File: src/design/jsir_pkg.sv
// Shared types, widths and constants for the jog send-interval regulator.
package jsir_pkg;

    // Error history depth (1..64)
    localparam int HISTORY_DEPTH = 8;
    localparam int SLOT_W        = (HISTORY_DEPTH > 1) ? $clog2(HISTORY_DEPTH) : 1;
    localparam int FILL_W        = $clog2(HISTORY_DEPTH + 1);

    localparam int POS_W   = 24;
    localparam int MAG_W   = 24;
    localparam int SEG_W   = 16;
    localparam int IVL_W   = 8;
    localparam int CFG_W   = 16;

    // Serial multiplier operand and product widths
    localparam int MUL_W      = 24;
    localparam int PROD_W     = 2 * MUL_W;
    localparam int MUL_CNT_W  = $clog2(MUL_W + 1);

    // Squared distance and its root
    localparam int D2_W       = 50;
    localparam int ROOT_W     = D2_W / 2;
    localparam int SQRT_CNT_W = $clog2(ROOT_W + 1);

    // Error path
    localparam int T_W    = 2 * SEG_W + 2;
    localparam int ERR_W  = 36;
    localparam int SUM_W  = ERR_W + $clog2(HISTORY_DEPTH) + 1;
    localparam int SUM5_W = SUM_W + 3;
    localparam int CS_W   = FILL_W + SEG_W;

    localparam logic [IVL_W-1:0] IVL_MIN   = IVL_W'(20);
    localparam logic [IVL_W-1:0] IVL_MAX   = IVL_W'(200);
    localparam logic [IVL_W-1:0] IVL_RESET = IVL_W'(80);
    localparam logic [SEG_W-1:0] SEG_RESET = SEG_W'(102);

    localparam logic KIND_START  = 1'b0;
    localparam logic KIND_UPDATE = 1'b1;

    typedef enum logic {
        REG_SEGMENT_DISTANCE = 1'b0,
        REG_INITIAL_INTERVAL = 1'b1
    } cfg_index_t;

    typedef struct packed {
        logic                    kind;
        logic signed [POS_W-1:0] pos_x;
        logic signed [POS_W-1:0] pos_y;
        logic signed [POS_W-1:0] pos_z;
        logic [SEG_W-1:0]        sent_count;
    } item_t;

    typedef struct packed {
        logic [IVL_W-1:0] send_interval;
        logic             interval_changed;
    } result_t;

    typedef enum logic [3:0] {
        ST_IDLE,
        ST_DIFF,
        ST_MUL,
        ST_ADD1,
        ST_ADD2,
        ST_ROOT,
        ST_SQRT,
        ST_ERR1,
        ST_ERR2,
        ST_HIST1,
        ST_HIST2,
        ST_SCALE,
        ST_CMP,
        ST_DEC,
        ST_DONE
    } state_t;

endpackage

File: src/design/jsir_mul.sv
// Bit-serial unsigned shift-add multiplier, one multiplier bit per cycle.
module jsir_mul (
    input  logic                       clk,
    input  logic                       rst_n,
    input  logic                       start,
    input  logic [jsir_pkg::MUL_W-1:0] a,
    input  logic [jsir_pkg::MUL_W-1:0] b,
    output logic                       done,
    output logic [jsir_pkg::PROD_W-1:0] prod
);
    import jsir_pkg::*;

    logic [MUL_W-1:0]     hi_reg, hi_next;
    logic [MUL_W-1:0]     lo_reg, lo_next;
    logic [MUL_W-1:0]     mcand_reg, mcand_next;
    logic [MUL_CNT_W-1:0] cnt_reg, cnt_next;
    logic                 done_reg, done_next;
    logic [MUL_W:0]       acc;

    always_comb
    begin
        hi_next    = hi_reg;
        lo_next    = lo_reg;
        mcand_next = mcand_reg;
        cnt_next   = cnt_reg;
        done_next  = done_reg;
        acc        = {1'b0, hi_reg} + (lo_reg[0] ? {1'b0, mcand_reg} : '0);
        if (start)
        begin
            hi_next    = '0;
            lo_next    = b;
            mcand_next = a;
            cnt_next   = MUL_CNT_W'(MUL_W);
            done_next  = 1'b0;
        end
        else if (cnt_reg != '0)
        begin
            hi_next  = acc[MUL_W:1];
            lo_next  = {acc[0], lo_reg[MUL_W-1:1]};
            cnt_next = cnt_reg - 1'b1;
            if (cnt_reg == MUL_CNT_W'(1))
            begin
                done_next = 1'b1;
            end
        end
    end

    always_ff @(posedge clk or negedge rst_n)
    begin
        if (!rst_n)
        begin
            cnt_reg  <= '0;
            done_reg <= 1'b0;
        end
        else
        begin
            cnt_reg  <= cnt_next;
            done_reg <= done_next;
        end
    end

    always_ff @(posedge clk)
    begin
        hi_reg    <= hi_next;
        lo_reg    <= lo_next;
        mcand_reg <= mcand_next;
    end

    assign done = done_reg;
    assign prod = {hi_reg, lo_reg};

endmodule

File: src/design/jsir_sqrt.sv
// Digit-by-digit floor square root, one root bit per cycle.
module jsir_sqrt (
    input  logic                        clk,
    input  logic                        rst_n,
    input  logic                        start,
    input  logic [jsir_pkg::D2_W-1:0]   rad,
    output logic                        done,
    output logic [jsir_pkg::ROOT_W-1:0] root
);
    import jsir_pkg::*;

    logic [D2_W-1:0]       rad_reg, rad_next;
    logic [ROOT_W+1:0]     rem_reg, rem_next;
    logic [ROOT_W-1:0]     root_reg, root_next;
    logic [SQRT_CNT_W-1:0] cnt_reg, cnt_next;
    logic                  done_reg, done_next;
    logic [ROOT_W+1:0]     rem_sh;
    logic [ROOT_W+1:0]     trial;

    always_comb
    begin
        rad_next  = rad_reg;
        rem_next  = rem_reg;
        root_next = root_reg;
        cnt_next  = cnt_reg;
        done_next = done_reg;
        // remainder stays below 2^ROOT_W before the final shift
        rem_sh    = {rem_reg[ROOT_W-1:0], rad_reg[D2_W-1 -: 2]};
        trial     = {root_reg, 2'b01};
        if (start)
        begin
            rad_next  = rad;
            rem_next  = '0;
            root_next = '0;
            cnt_next  = SQRT_CNT_W'(ROOT_W);
            done_next = 1'b0;
        end
        else if (cnt_reg != '0)
        begin
            rad_next = {rad_reg[D2_W-3:0], 2'b00};
            if (rem_sh >= trial)
            begin
                rem_next  = rem_sh - trial;
                root_next = {root_reg[ROOT_W-2:0], 1'b1};
            end
            else
            begin
                rem_next  = rem_sh;
                root_next = {root_reg[ROOT_W-2:0], 1'b0};
            end
            cnt_next = cnt_reg - 1'b1;
            if (cnt_reg == SQRT_CNT_W'(1))
            begin
                done_next = 1'b1;
            end
        end
    end

    always_ff @(posedge clk or negedge rst_n)
    begin
        if (!rst_n)
        begin
            cnt_reg  <= '0;
            done_reg <= 1'b0;
        end
        else
        begin
            cnt_reg  <= cnt_next;
            done_reg <= done_next;
        end
    end

    always_ff @(posedge clk)
    begin
        rad_reg  <= rad_next;
        rem_reg  <= rem_next;
        root_reg <= root_next;
    end

    assign done = done_reg;
    assign root = root_reg;

endmodule

File: src/design/jog_send_interval_regulator.sv
// Top level of the jog send-interval regulator: control sequencer and error history.
//
// One item is worked on at a time. A start item (kind 0) latches the position
// as the start point, empties the error history and loads initial_interval,
// clamped to 20..200. Its result is registered in ST_DONE, after which the
// block returns to idle and can take the next item. An update item (kind 1)
// is also finished in ST_DONE and then returns to idle. Before that, four
// bit-serial multipliers run side by side. They square the three axis
// distances and form sent_count*segment_distance. The squared distance is
// summed, and its floor square root is taken one bit a cycle. The remaining
// states sequence the steps. They form the error in half units, update the
// running sum of the last HISTORY_DEPTH errors, and apply the deadband
// tests: avg beyond +-seg/10 moves the interval by 1, and beyond +-seg by a
// further 2, clamped to 20..200. Each item yields one result item holding
// the new interval and whether it changed. The result sits in an output
// register, so the next item is accepted while it waits to be taken. Only a
// finished item that finds the output register still full stalls, until the
// receiver takes the waiting result. Distances are in 1/1024 mm.
// Configuration is written through cfg_we with no handshake and should only
// change while the block is idle.
module jog_send_interval_regulator (
    input  logic                      clk,
    input  logic                      rst_n,
    input  logic                      item_valid,
    output logic                      item_ready,
    input  jsir_pkg::item_t           item,
    output logic                      result_valid,
    input  logic                      result_ready,
    output jsir_pkg::result_t         result,
    input  logic                      cfg_we,
    input  logic                      cfg_index,
    input  logic [jsir_pkg::CFG_W-1:0] cfg_data
);
    import jsir_pkg::*;

    // Configuration
    logic [SEG_W-1:0] seg_reg, seg_next;
    logic [IVL_W-1:0] init_reg, init_next;

    // Sequencer and item state
    state_t                  state_reg, state_next;
    item_t                   item_reg, item_next;
    logic signed [POS_W-1:0] start_x_reg, start_x_next;
    logic signed [POS_W-1:0] start_y_reg, start_y_next;
    logic signed [POS_W-1:0] start_z_reg, start_z_next;

    // Error history
    logic signed [ERR_W-1:0] hist_reg [HISTORY_DEPTH];
    logic                    hist_we;
    logic [SLOT_W-1:0]       slot_reg, slot_next;
    logic [FILL_W-1:0]       fill_reg, fill_next;
    logic signed [SUM_W-1:0] sum_reg, sum_next;
    logic                    full;

    // Datapath registers
    logic [D2_W-1:0]          d2_reg, d2_next;
    logic signed [T_W-1:0]    t_reg, t_next;
    logic signed [ERR_W-1:0]  e2_reg, e2_next;
    logic signed [SUM5_W-1:0] sum5_reg, sum5_next;
    logic [CS_W-1:0]          cs_reg, cs_next;
    logic                     fine_up_reg, fine_up_next;
    logic                     fine_dn_reg, fine_dn_next;
    logic                     coarse_up_reg, coarse_up_next;
    logic                     coarse_dn_reg, coarse_dn_next;
    logic [IVL_W-1:0]         new_ivl_reg, new_ivl_next;
    logic [IVL_W-1:0]         ivl_now_reg, ivl_now_next;

    // Output register
    logic    result_valid_reg, result_valid_next;
    result_t result_reg, result_next;

    // Serial units
    logic              mul_start;
    logic [MUL_W-1:0]  mag_x, mag_y, mag_z;
    logic [MUL_W-1:0]  sent_op, seg_op;
    logic              done_x, done_y, done_z, done_s;
    logic [PROD_W-1:0] prod_x, prod_y, prod_z, prod_s;
    logic              sqrt_start;
    logic              sqrt_done;
    logic [ROOT_W-1:0] root;

    // Comparison helpers
    logic signed [SUM5_W-1:0] sum_w;
    logic signed [SUM5_W-1:0] cs_w;
    logic signed [SUM5_W-1:0] cs2_w;
    logic signed [SUM5_W-1:0] sum_old_w;
    logic signed [IVL_W+1:0]  ivl_s;
    logic [SEG_W+2:0]         seg5;

    function automatic logic [MAG_W-1:0] abs_diff(input logic signed [POS_W-1:0] p,
                                                  input logic signed [POS_W-1:0] s);
        logic signed [POS_W:0] d;
        d = {p[POS_W-1], p} - {s[POS_W-1], s};
        return d[POS_W] ? MAG_W'(-d) : MAG_W'(d);
    endfunction

    function automatic logic [IVL_W-1:0] clamp_ivl(input logic signed [IVL_W+1:0] v);
        logic [IVL_W-1:0] r;
        if (v < $signed({2'b00, IVL_MIN}))
        begin
            r = IVL_MIN;
        end
        else if (v > $signed({2'b00, IVL_MAX}))
        begin
            r = IVL_MAX;
        end
        else
        begin
            r = v[IVL_W-1:0];
        end
        return r;
    endfunction

    assign mag_x   = abs_diff(item_reg.pos_x, start_x_reg);
    assign mag_y   = abs_diff(item_reg.pos_y, start_y_reg);
    assign mag_z   = abs_diff(item_reg.pos_z, start_z_reg);
    assign sent_op = {{(MUL_W-SEG_W){1'b0}}, item_reg.sent_count};
    assign seg_op  = {{(MUL_W-SEG_W){1'b0}}, seg_reg};

    jsir_mul u_mul_x (
        .clk   (clk),
        .rst_n (rst_n),
        .start (mul_start),
        .a     (mag_x),
        .b     (mag_x),
        .done  (done_x),
        .prod  (prod_x)
    );

    jsir_mul u_mul_y (
        .clk   (clk),
        .rst_n (rst_n),
        .start (mul_start),
        .a     (mag_y),
        .b     (mag_y),
        .done  (done_y),
        .prod  (prod_y)
    );

    jsir_mul u_mul_z (
        .clk   (clk),
        .rst_n (rst_n),
        .start (mul_start),
        .a     (mag_z),
        .b     (mag_z),
        .done  (done_z),
        .prod  (prod_z)
    );

    // sent segments times segment distance
    jsir_mul u_mul_s (
        .clk   (clk),
        .rst_n (rst_n),
        .start (mul_start),
        .a     (sent_op),
        .b     (seg_op),
        .done  (done_s),
        .prod  (prod_s)
    );

    jsir_sqrt u_sqrt (
        .clk   (clk),
        .rst_n (rst_n),
        .start (sqrt_start),
        .rad   (d2_reg),
        .done  (sqrt_done),
        .root  (root)
    );

    assign full      = (fill_reg == FILL_W'(HISTORY_DEPTH));
    assign seg5      = {1'b0, seg_reg, 2'b00} + {3'b000, seg_reg};
    assign sum_w     = SUM5_W'(sum_reg);
    assign cs_w      = $signed({{(SUM5_W-CS_W){1'b0}}, cs_reg});
    assign cs2_w     = cs_w <<< 1;
    assign sum_old_w = SUM5_W'(hist_reg[slot_reg]);

    always_comb
    begin
        seg_next          = seg_reg;
        init_next         = init_reg;
        state_next        = state_reg;
        item_next         = item_reg;
        start_x_next      = start_x_reg;
        start_y_next      = start_y_reg;
        start_z_next      = start_z_reg;
        slot_next         = slot_reg;
        fill_next         = fill_reg;
        sum_next          = sum_reg;
        hist_we           = 1'b0;
        d2_next           = d2_reg;
        t_next            = t_reg;
        e2_next           = e2_reg;
        sum5_next         = sum5_reg;
        cs_next           = cs_reg;
        fine_up_next      = fine_up_reg;
        fine_dn_next      = fine_dn_reg;
        coarse_up_next    = coarse_up_reg;
        coarse_dn_next    = coarse_dn_reg;
        new_ivl_next      = new_ivl_reg;
        ivl_now_next      = ivl_now_reg;
        result_valid_next = result_valid_reg;
        result_next       = result_reg;
        mul_start         = 1'b0;
        sqrt_start        = 1'b0;
        ivl_s             = $signed({2'b00, ivl_now_reg});

        if (cfg_we)
        begin
            unique case (cfg_index_t'(cfg_index))
                REG_SEGMENT_DISTANCE: seg_next  = cfg_data[SEG_W-1:0];
                REG_INITIAL_INTERVAL: init_next = cfg_data[IVL_W-1:0];
                default:              ;
            endcase
        end

        if (result_valid_reg && result_ready)
        begin
            result_valid_next = 1'b0;
        end

        unique case (state_reg)
            ST_IDLE:
            begin
                if (item_valid)
                begin
                    item_next = item;
                    if (item.kind == KIND_START)
                    begin
                        start_x_next = item.pos_x;
                        start_y_next = item.pos_y;
                        start_z_next = item.pos_z;
                        slot_next    = '0;
                        fill_next    = '0;
                        sum_next     = '0;
                        new_ivl_next = clamp_ivl($signed({2'b00, init_reg}));
                        state_next   = ST_DONE;
                    end
                    else
                    begin
                        state_next = ST_DIFF;
                    end
                end
            end
            ST_DIFF:
            begin
                mul_start  = 1'b1;
                state_next = ST_MUL;
            end
            ST_MUL:
            begin
                if (done_x && done_y && done_z && done_s)
                begin
                    state_next = ST_ADD1;
                end
            end
            ST_ADD1:
            begin
                d2_next    = D2_W'(prod_x) + D2_W'(prod_y);
                state_next = ST_ADD2;
            end
            ST_ADD2:
            begin
                d2_next    = d2_reg + D2_W'(prod_z);
                state_next = ST_ROOT;
            end
            ST_ROOT:
            begin
                sqrt_start = 1'b1;
                state_next = ST_SQRT;
            end
            ST_SQRT:
            begin
                if (sqrt_done)
                begin
                    state_next = ST_ERR1;
                end
            end
            ST_ERR1:
            begin
                // sent*seg - real
                t_next     = $signed({2'b00, prod_s[2*SEG_W-1:0]})
                           - $signed({{(T_W-ROOT_W){1'b0}}, root});
                state_next = ST_ERR2;
            end
            ST_ERR2:
            begin
                // error in half units: 2*(sent*seg - real) - 5*seg
                e2_next    = (ERR_W'(t_reg) <<< 1)
                           - $signed({{(ERR_W-SEG_W-3){1'b0}}, seg5});
                state_next = ST_HIST1;
            end
            ST_HIST1:
            begin
                // drop the oldest error once the window is full
                if (full)
                begin
                    sum_next = sum_reg - SUM_W'(sum_old_w);
                end
                state_next = ST_HIST2;
            end
            ST_HIST2:
            begin
                hist_we   = 1'b1;
                sum_next  = sum_reg + SUM_W'(e2_reg);
                slot_next = (slot_reg == SLOT_W'(HISTORY_DEPTH - 1)) ? '0 : slot_reg + 1'b1;
                if (!full)
                begin
                    fill_next = fill_reg + 1'b1;
                end
                state_next = ST_SCALE;
            end
            ST_SCALE:
            begin
                sum5_next  = (sum_w <<< 2) + sum_w;
                cs_next    = CS_W'(fill_reg) * CS_W'(seg_reg);
                state_next = ST_CMP;
            end
            ST_CMP:
            begin
                fine_up_next   = sum5_reg > cs_w;
                fine_dn_next   = sum5_reg < -cs_w;
                coarse_up_next = sum_w > cs2_w;
                coarse_dn_next = sum_w < -cs2_w;
                state_next     = ST_DEC;
            end
            ST_DEC:
            begin
                if (fine_up_reg)
                begin
                    ivl_s = ivl_s + 10'sd1;
                end
                else if (fine_dn_reg)
                begin
                    ivl_s = ivl_s - 10'sd1;
                end
                if (coarse_up_reg)
                begin
                    ivl_s = ivl_s + 10'sd2;
                end
                else if (coarse_dn_reg)
                begin
                    ivl_s = ivl_s - 10'sd2;
                end
                new_ivl_next = clamp_ivl(ivl_s);
                state_next   = ST_DONE;
            end
            ST_DONE:
            begin
                // wait for a free output register
                if (!result_valid_reg || result_ready)
                begin
                    result_next.send_interval    = new_ivl_reg;
                    result_next.interval_changed = (new_ivl_reg != ivl_now_reg);
                    result_valid_next            = 1'b1;
                    ivl_now_next                 = new_ivl_reg;
                    state_next                   = ST_IDLE;
                end
            end
            default:
            begin
                state_next = ST_IDLE;
            end
        endcase
    end

    always_ff @(posedge clk or negedge rst_n)
    begin
        if (!rst_n)
        begin
            seg_reg          <= SEG_RESET;
            init_reg         <= IVL_RESET;
            state_reg        <= ST_IDLE;
            start_x_reg      <= '0;
            start_y_reg      <= '0;
            start_z_reg      <= '0;
            slot_reg         <= '0;
            fill_reg         <= '0;
            sum_reg          <= '0;
            ivl_now_reg      <= IVL_RESET;
            result_valid_reg <= 1'b0;
        end
        else
        begin
            seg_reg          <= seg_next;
            init_reg         <= init_next;
            state_reg        <= state_next;
            start_x_reg      <= start_x_next;
            start_y_reg      <= start_y_next;
            start_z_reg      <= start_z_next;
            slot_reg         <= slot_next;
            fill_reg         <= fill_next;
            sum_reg          <= sum_next;
            ivl_now_reg      <= ivl_now_next;
            result_valid_reg <= result_valid_next;
        end
    end

    always_ff @(posedge clk)
    begin
        item_reg      <= item_next;
        d2_reg        <= d2_next;
        t_reg         <= t_next;
        e2_reg        <= e2_next;
        sum5_reg      <= sum5_next;
        cs_reg        <= cs_next;
        fine_up_reg   <= fine_up_next;
        fine_dn_reg   <= fine_dn_next;
        coarse_up_reg <= coarse_up_next;
        coarse_dn_reg <= coarse_dn_next;
        new_ivl_reg   <= new_ivl_next;
        result_reg    <= result_next;
        if (hist_we)
        begin
            hist_reg[slot_reg] <= e2_reg;
        end
    end

    assign item_ready   = (state_reg == ST_IDLE);
    assign result_valid = result_valid_reg;
    assign result       = result_reg;

endmodule
File: config.mk
export PLATFORM = sky130hd
export DESIGN_NAME = jog_send_interval_regulator
export DESIGN_NICKNAME = d
export VERILOG_FILES = /design/src/design/jsir_pkg.sv /design/src/design/jsir_mul.sv /design/src/design/jsir_sqrt.sv /design/src/design/jog_send_interval_regulator.sv
export SDC_FILE = /design/constraint.sdc
export NUM_CORES = 2
export LEC_CHECK = 0
export BUFFER_PORTS_ARGS = -buffer_cell sky130_fd_sc_hd__buf_4
export CAP_MARGIN = 20
export CELL_PAD_IN_SITES_DETAIL_PLACEMENT = 1
export CELL_PAD_IN_SITES_GLOBAL_PLACEMENT = 1
export CORE_MARGIN = 3
export CORE_UTILIZATION = 52
export DETAILED_ROUTE_END_ITERATION = 8
export PLACE_DENSITY_LB_ADDON = 0.2
export SLEW_MARGIN = 20
export SYNTH_ARGS = -nofsm -noshare
export SYNTH_HDL_FRONTEND = slang
export SYNTH_HIERARCHICAL = 1
export SYNTH_SLANG_ARGS = --single-unit
File: constraint.sdc
create_clock -name clk -period 12.7 [get_ports clk]
set_input_delay 1.905 -clock clk [delete_from_list [all_inputs] [get_ports clk]]
set_output_delay 1.905 -clock clk [all_outputs]
set_load 0.005 [all_outputs]
==> impl_results.md <==
- Highest clock rate: 136.7 MHz
- Max rail drop VDD: 0.0002162 V
- Placer Congestion: 0.8843
- CTS Sinks: 1144
- RSZ-0062 raised after global routing: false
- Post-Place Setup Slack: around 5.6 ns
- CP max FO: 56
- DRT Wirelength: 208700 um
- First DRT Iteration DRCs: 3542
- Io pins: 122
- Die width: 380.0 um
- Status: completed
- R2R depth: 23
- Syn_area_per_cell: 10.51 um2
- Initial antenna violation count: 6
- Synth area leader: edfxtp_1
- Leak pwr: roughly 32 nW
- Final hold vios: 0
- Clock buffer depth: 3
- FP Rows: around 140
- Pre-antenna DRT Iters: 6
- Cell family with most CP delay: simple AND/OR/NAND/NOR gates
- Critical-path cell list: buf_4 -> inv_1 -> mux2i_1 -> nand4_1 -> a211oi_2 -> and3_1 -> and2_1 -> nand4_2 -> nor3_1 -> xnor2_1 -> o21ai_1 -> ha_1 -> a21o_1 -> a21o_1 -> a21o_1 -> a21o_1 -> a21oi_1 -> nor3b_1 -> a211oi_1 -> or3b_2 -> a31oi_1 -> xor2_1 -> o21ai_0
- EDFF count, synth: 812
- Vias in the first global route: roughly 59k
- CP Capture Type: register
- Worst Setup Path Type: register to register
- Clock network power share: 0.157
- Root Buffer: clkbuf_16
- Worst-margin pin slew: 1.139 ns
- CTS Buf Count: roughly 140
- Layout Skew: slightly below 0.03 ns
- Post-cts resize count: 0
- Layout cells sized above 1: 0.1153
- Most numerous cell in the Yosys netlist: edfxtp_1
- Synth cell count leaders: 812 x edfxtp_1, 603 x ha_1, 560 x nand2_1
- Fraction of the cycle the final worst path needs: 0.5762
- Largest net degree at the start of global routing: ~140
- Synth warn: 6
- Post-CTS Setup Bufs: 0
- Global-route wire length before repair: 329200 um
- Logic pwr share: 0.566
- Critical Path Source Type: register
- Setup TNS: 0 ns
- Buf/Inv on CP: 2
- Synth unique cells: 121
- Max stage delay cell, worst path: buf_4
- Antenna viol nets, final: 0
- Pins Over Slew Limit: 0
- Worst path max stage delay: 0.71 ns
- Vias per inst: 6.109
- Final critical-path required period: 7.318 ns
- Worst-skew pair later-pin latency: 0.78 ns
- Area share of the largest cell type after synthesis: 0.3353
- Min-Delay Endpoint: u_mul_s/mcand_reg[14]
- Total grt overflow: 0
- Total Power: 25.12 mW
- Top cell by count, worst path: a21o_1
- Initial Utilization: 0.5263
- Routed len/inst: 23.19 um
- Syn Std Cell Area: about 73000 um2
- CP required: 13.32 ns
- Post-route core utilization: 0.5796
- Max-cap violations: 0
- HP Class: register to register
- Power Dens Cells: 313.7 nW/um2
- Slew headroom: 0.2378
- Reg power frac: 0.276
- Area delta synth->final: 10.12%
- H-tree levels: 4
- Synthesized instance count: 6916
- Register area share after synthesis: 0.4396
- Number of buffers added on ports: 121
- Yosys reg bits: 1144
- Total Nets Final: 7778
- Min-Delay Path Depth: 0
- Core ar.: 138200 um2
- R2r startpoint: slot_reg[2]
- Hold Buf Count CTS: 0
- Max FFs per register: 280
- Hold_sp: item_reg[14]
- CTS tree: done
- Setup WS post-layout: 5.382 ns
- Clk slew on worst S/H paths: approximately 0.06 ns
- Final setup violating endpoints: 0
- Residual DRC: 0
- FF-to-FF End: sum_reg[36]
- R2r setup slk: 5.38 ns
- Most used DFF post-synth: edfxtp_1
- Ant diodes: 0
- Die footprint: roughly 140000 um2
- Via count: around 55k
- Die outline height: ~380 um
- Synth top area cells: edfxtp_1 34%, ha_1 10%, dfrtp_1 6.1%, xnor2_1 4.1%, mux2_2 4.0%
- Cell internal pwr: 13.92 mW
- Asr flop ratio synth: 0.1626
- Post-DP HPWL: 153900 um
- GR Util All Layers: 0.2843
- Switching portion of total power: 0.4461
- P_sw: roughly 11 mW
- Critical path arrival: 7.93 ns
-- per-stage QoR --
| step | instances | cell area, um2 | hold slack (ns) |
|---|---|---|---|
| floorplan | 6931 | 72780 | 0.4003 |
| global placement | 8746 | 75510 | 0.4015 |
| detailed placement | 8746 | 75510 | 0.4080 |
| CTS | 8997 | 80040 | 0.4228 |
| global route | 8999 | 80080 | 0.4244 |
| finish | 8999 | 80080 | 0.4185 |
-- power by group through the flow --
stage	combinational, mW	clock [mW]	sequential [mW]
2_1_floorplan	10.8	0	6.36
3_3_place_gp	13.4	0	6.95
3_5_place_dp	14.0	0	7.01
4_1_cts	14.2	4.04	6.96
5_1_grt	15.8	4.18	7.07
6_report	14.2	3.96	6.94
-- metal layers --
layer / global-route usage / part of all wire
met3: 0.03364 / 0.040
met5: 0 / 0.000062
met1: 0.3503 / 0.41
met4: 0.1165 / 0.044
met2: 0.5056 / 0.50
-- cell families (layout without fill, tap and decap cells) --
logic type | Yosys count | count (layout) | synth area share
adders and majority gates | 645 | 645 | 0.1153
other | 1 | 16 | 0.00005157
AOI/OAI and AO/OA | 1744 | 1744 | 0.1580
buffers and inverters | 576 | 781 | 0.03245
DFF | 1144 | 1144 | 0.4396
xor gates and xnor gates | 498 | 498 | 0.06008
muxes | 362 | 362 | 0.06080
and+or+nand+nor | 1946 | 1946 | 0.1337
-- cells in the final DEF (no fill, tap or decap), types with 153 or more instances in the layout --
cell,Yosys,final
buf_4,2,169
nand2_1,560,558
nor2_1,418,411
xnor2_1,344,344
a21oi_1,495,495
a21o_1,216,216
o21ai_0,293,293
inv_1,354,354
dfrtp_1,178,175
xor2_1,153,153
mux2_2,261,261
ha_1,603,603
and2_1,155,154
edfxtp_1,812,812
-- layout make-up --
class	count	area (um2)
fill	14870	58090
multi-input combinational	5211	38570
sequential	1144	31970
clock buffer	177	3775
tap	1863	2331
timing repair buffer	173	1343
inverter	357	1340
clock inverter	74	753.2
-- worst register-to-register path: stages, from the launching register on --
cell and delay, ns:
dfrtp_2 0.61, buf_4 0.72, inv_1 0.57, mux2i_1 0.55, nand4_1 0.23, a211oi_2 0.34, and3_1 0.29, and2_1 0.33
nand4_2 0.22, nor3_1 0.31, xnor2_1 0.15, o21ai_1 0.08, ha_1 0.37, a21o_1 0.18, a21o_1 0.17, a21o_1 0.18
a21o_1 0.17, a21oi_1 0.17, nor3b_1 0.30, a211oi_1 0.23, or3b_2 0.49, a31oi_1 0.21, xor2_1 0.20, o21ai_0 0.09
-- how the worst max path moves through the flow --
stage | slack [ns] | to | startpoint | depth (start not counted)
global route | 4.93 | sum_reg[36] | slot_reg[2] | 23
floorplan | 2.14 | u_mul_y/hi_reg[21] | state_reg[1] | 8
detailed placement | 5.58 | sum_reg[36] | slot_reg[2] | 23
finish | 5.38 | sum_reg[36] | slot_reg[2] | 23
global placement | 5.83 | sum_reg[36] | slot_reg[2] | 23
CTS | 5.48 | sum_reg[36] | slot_reg[2] | 23
Power figures use the tool's default switching activity.
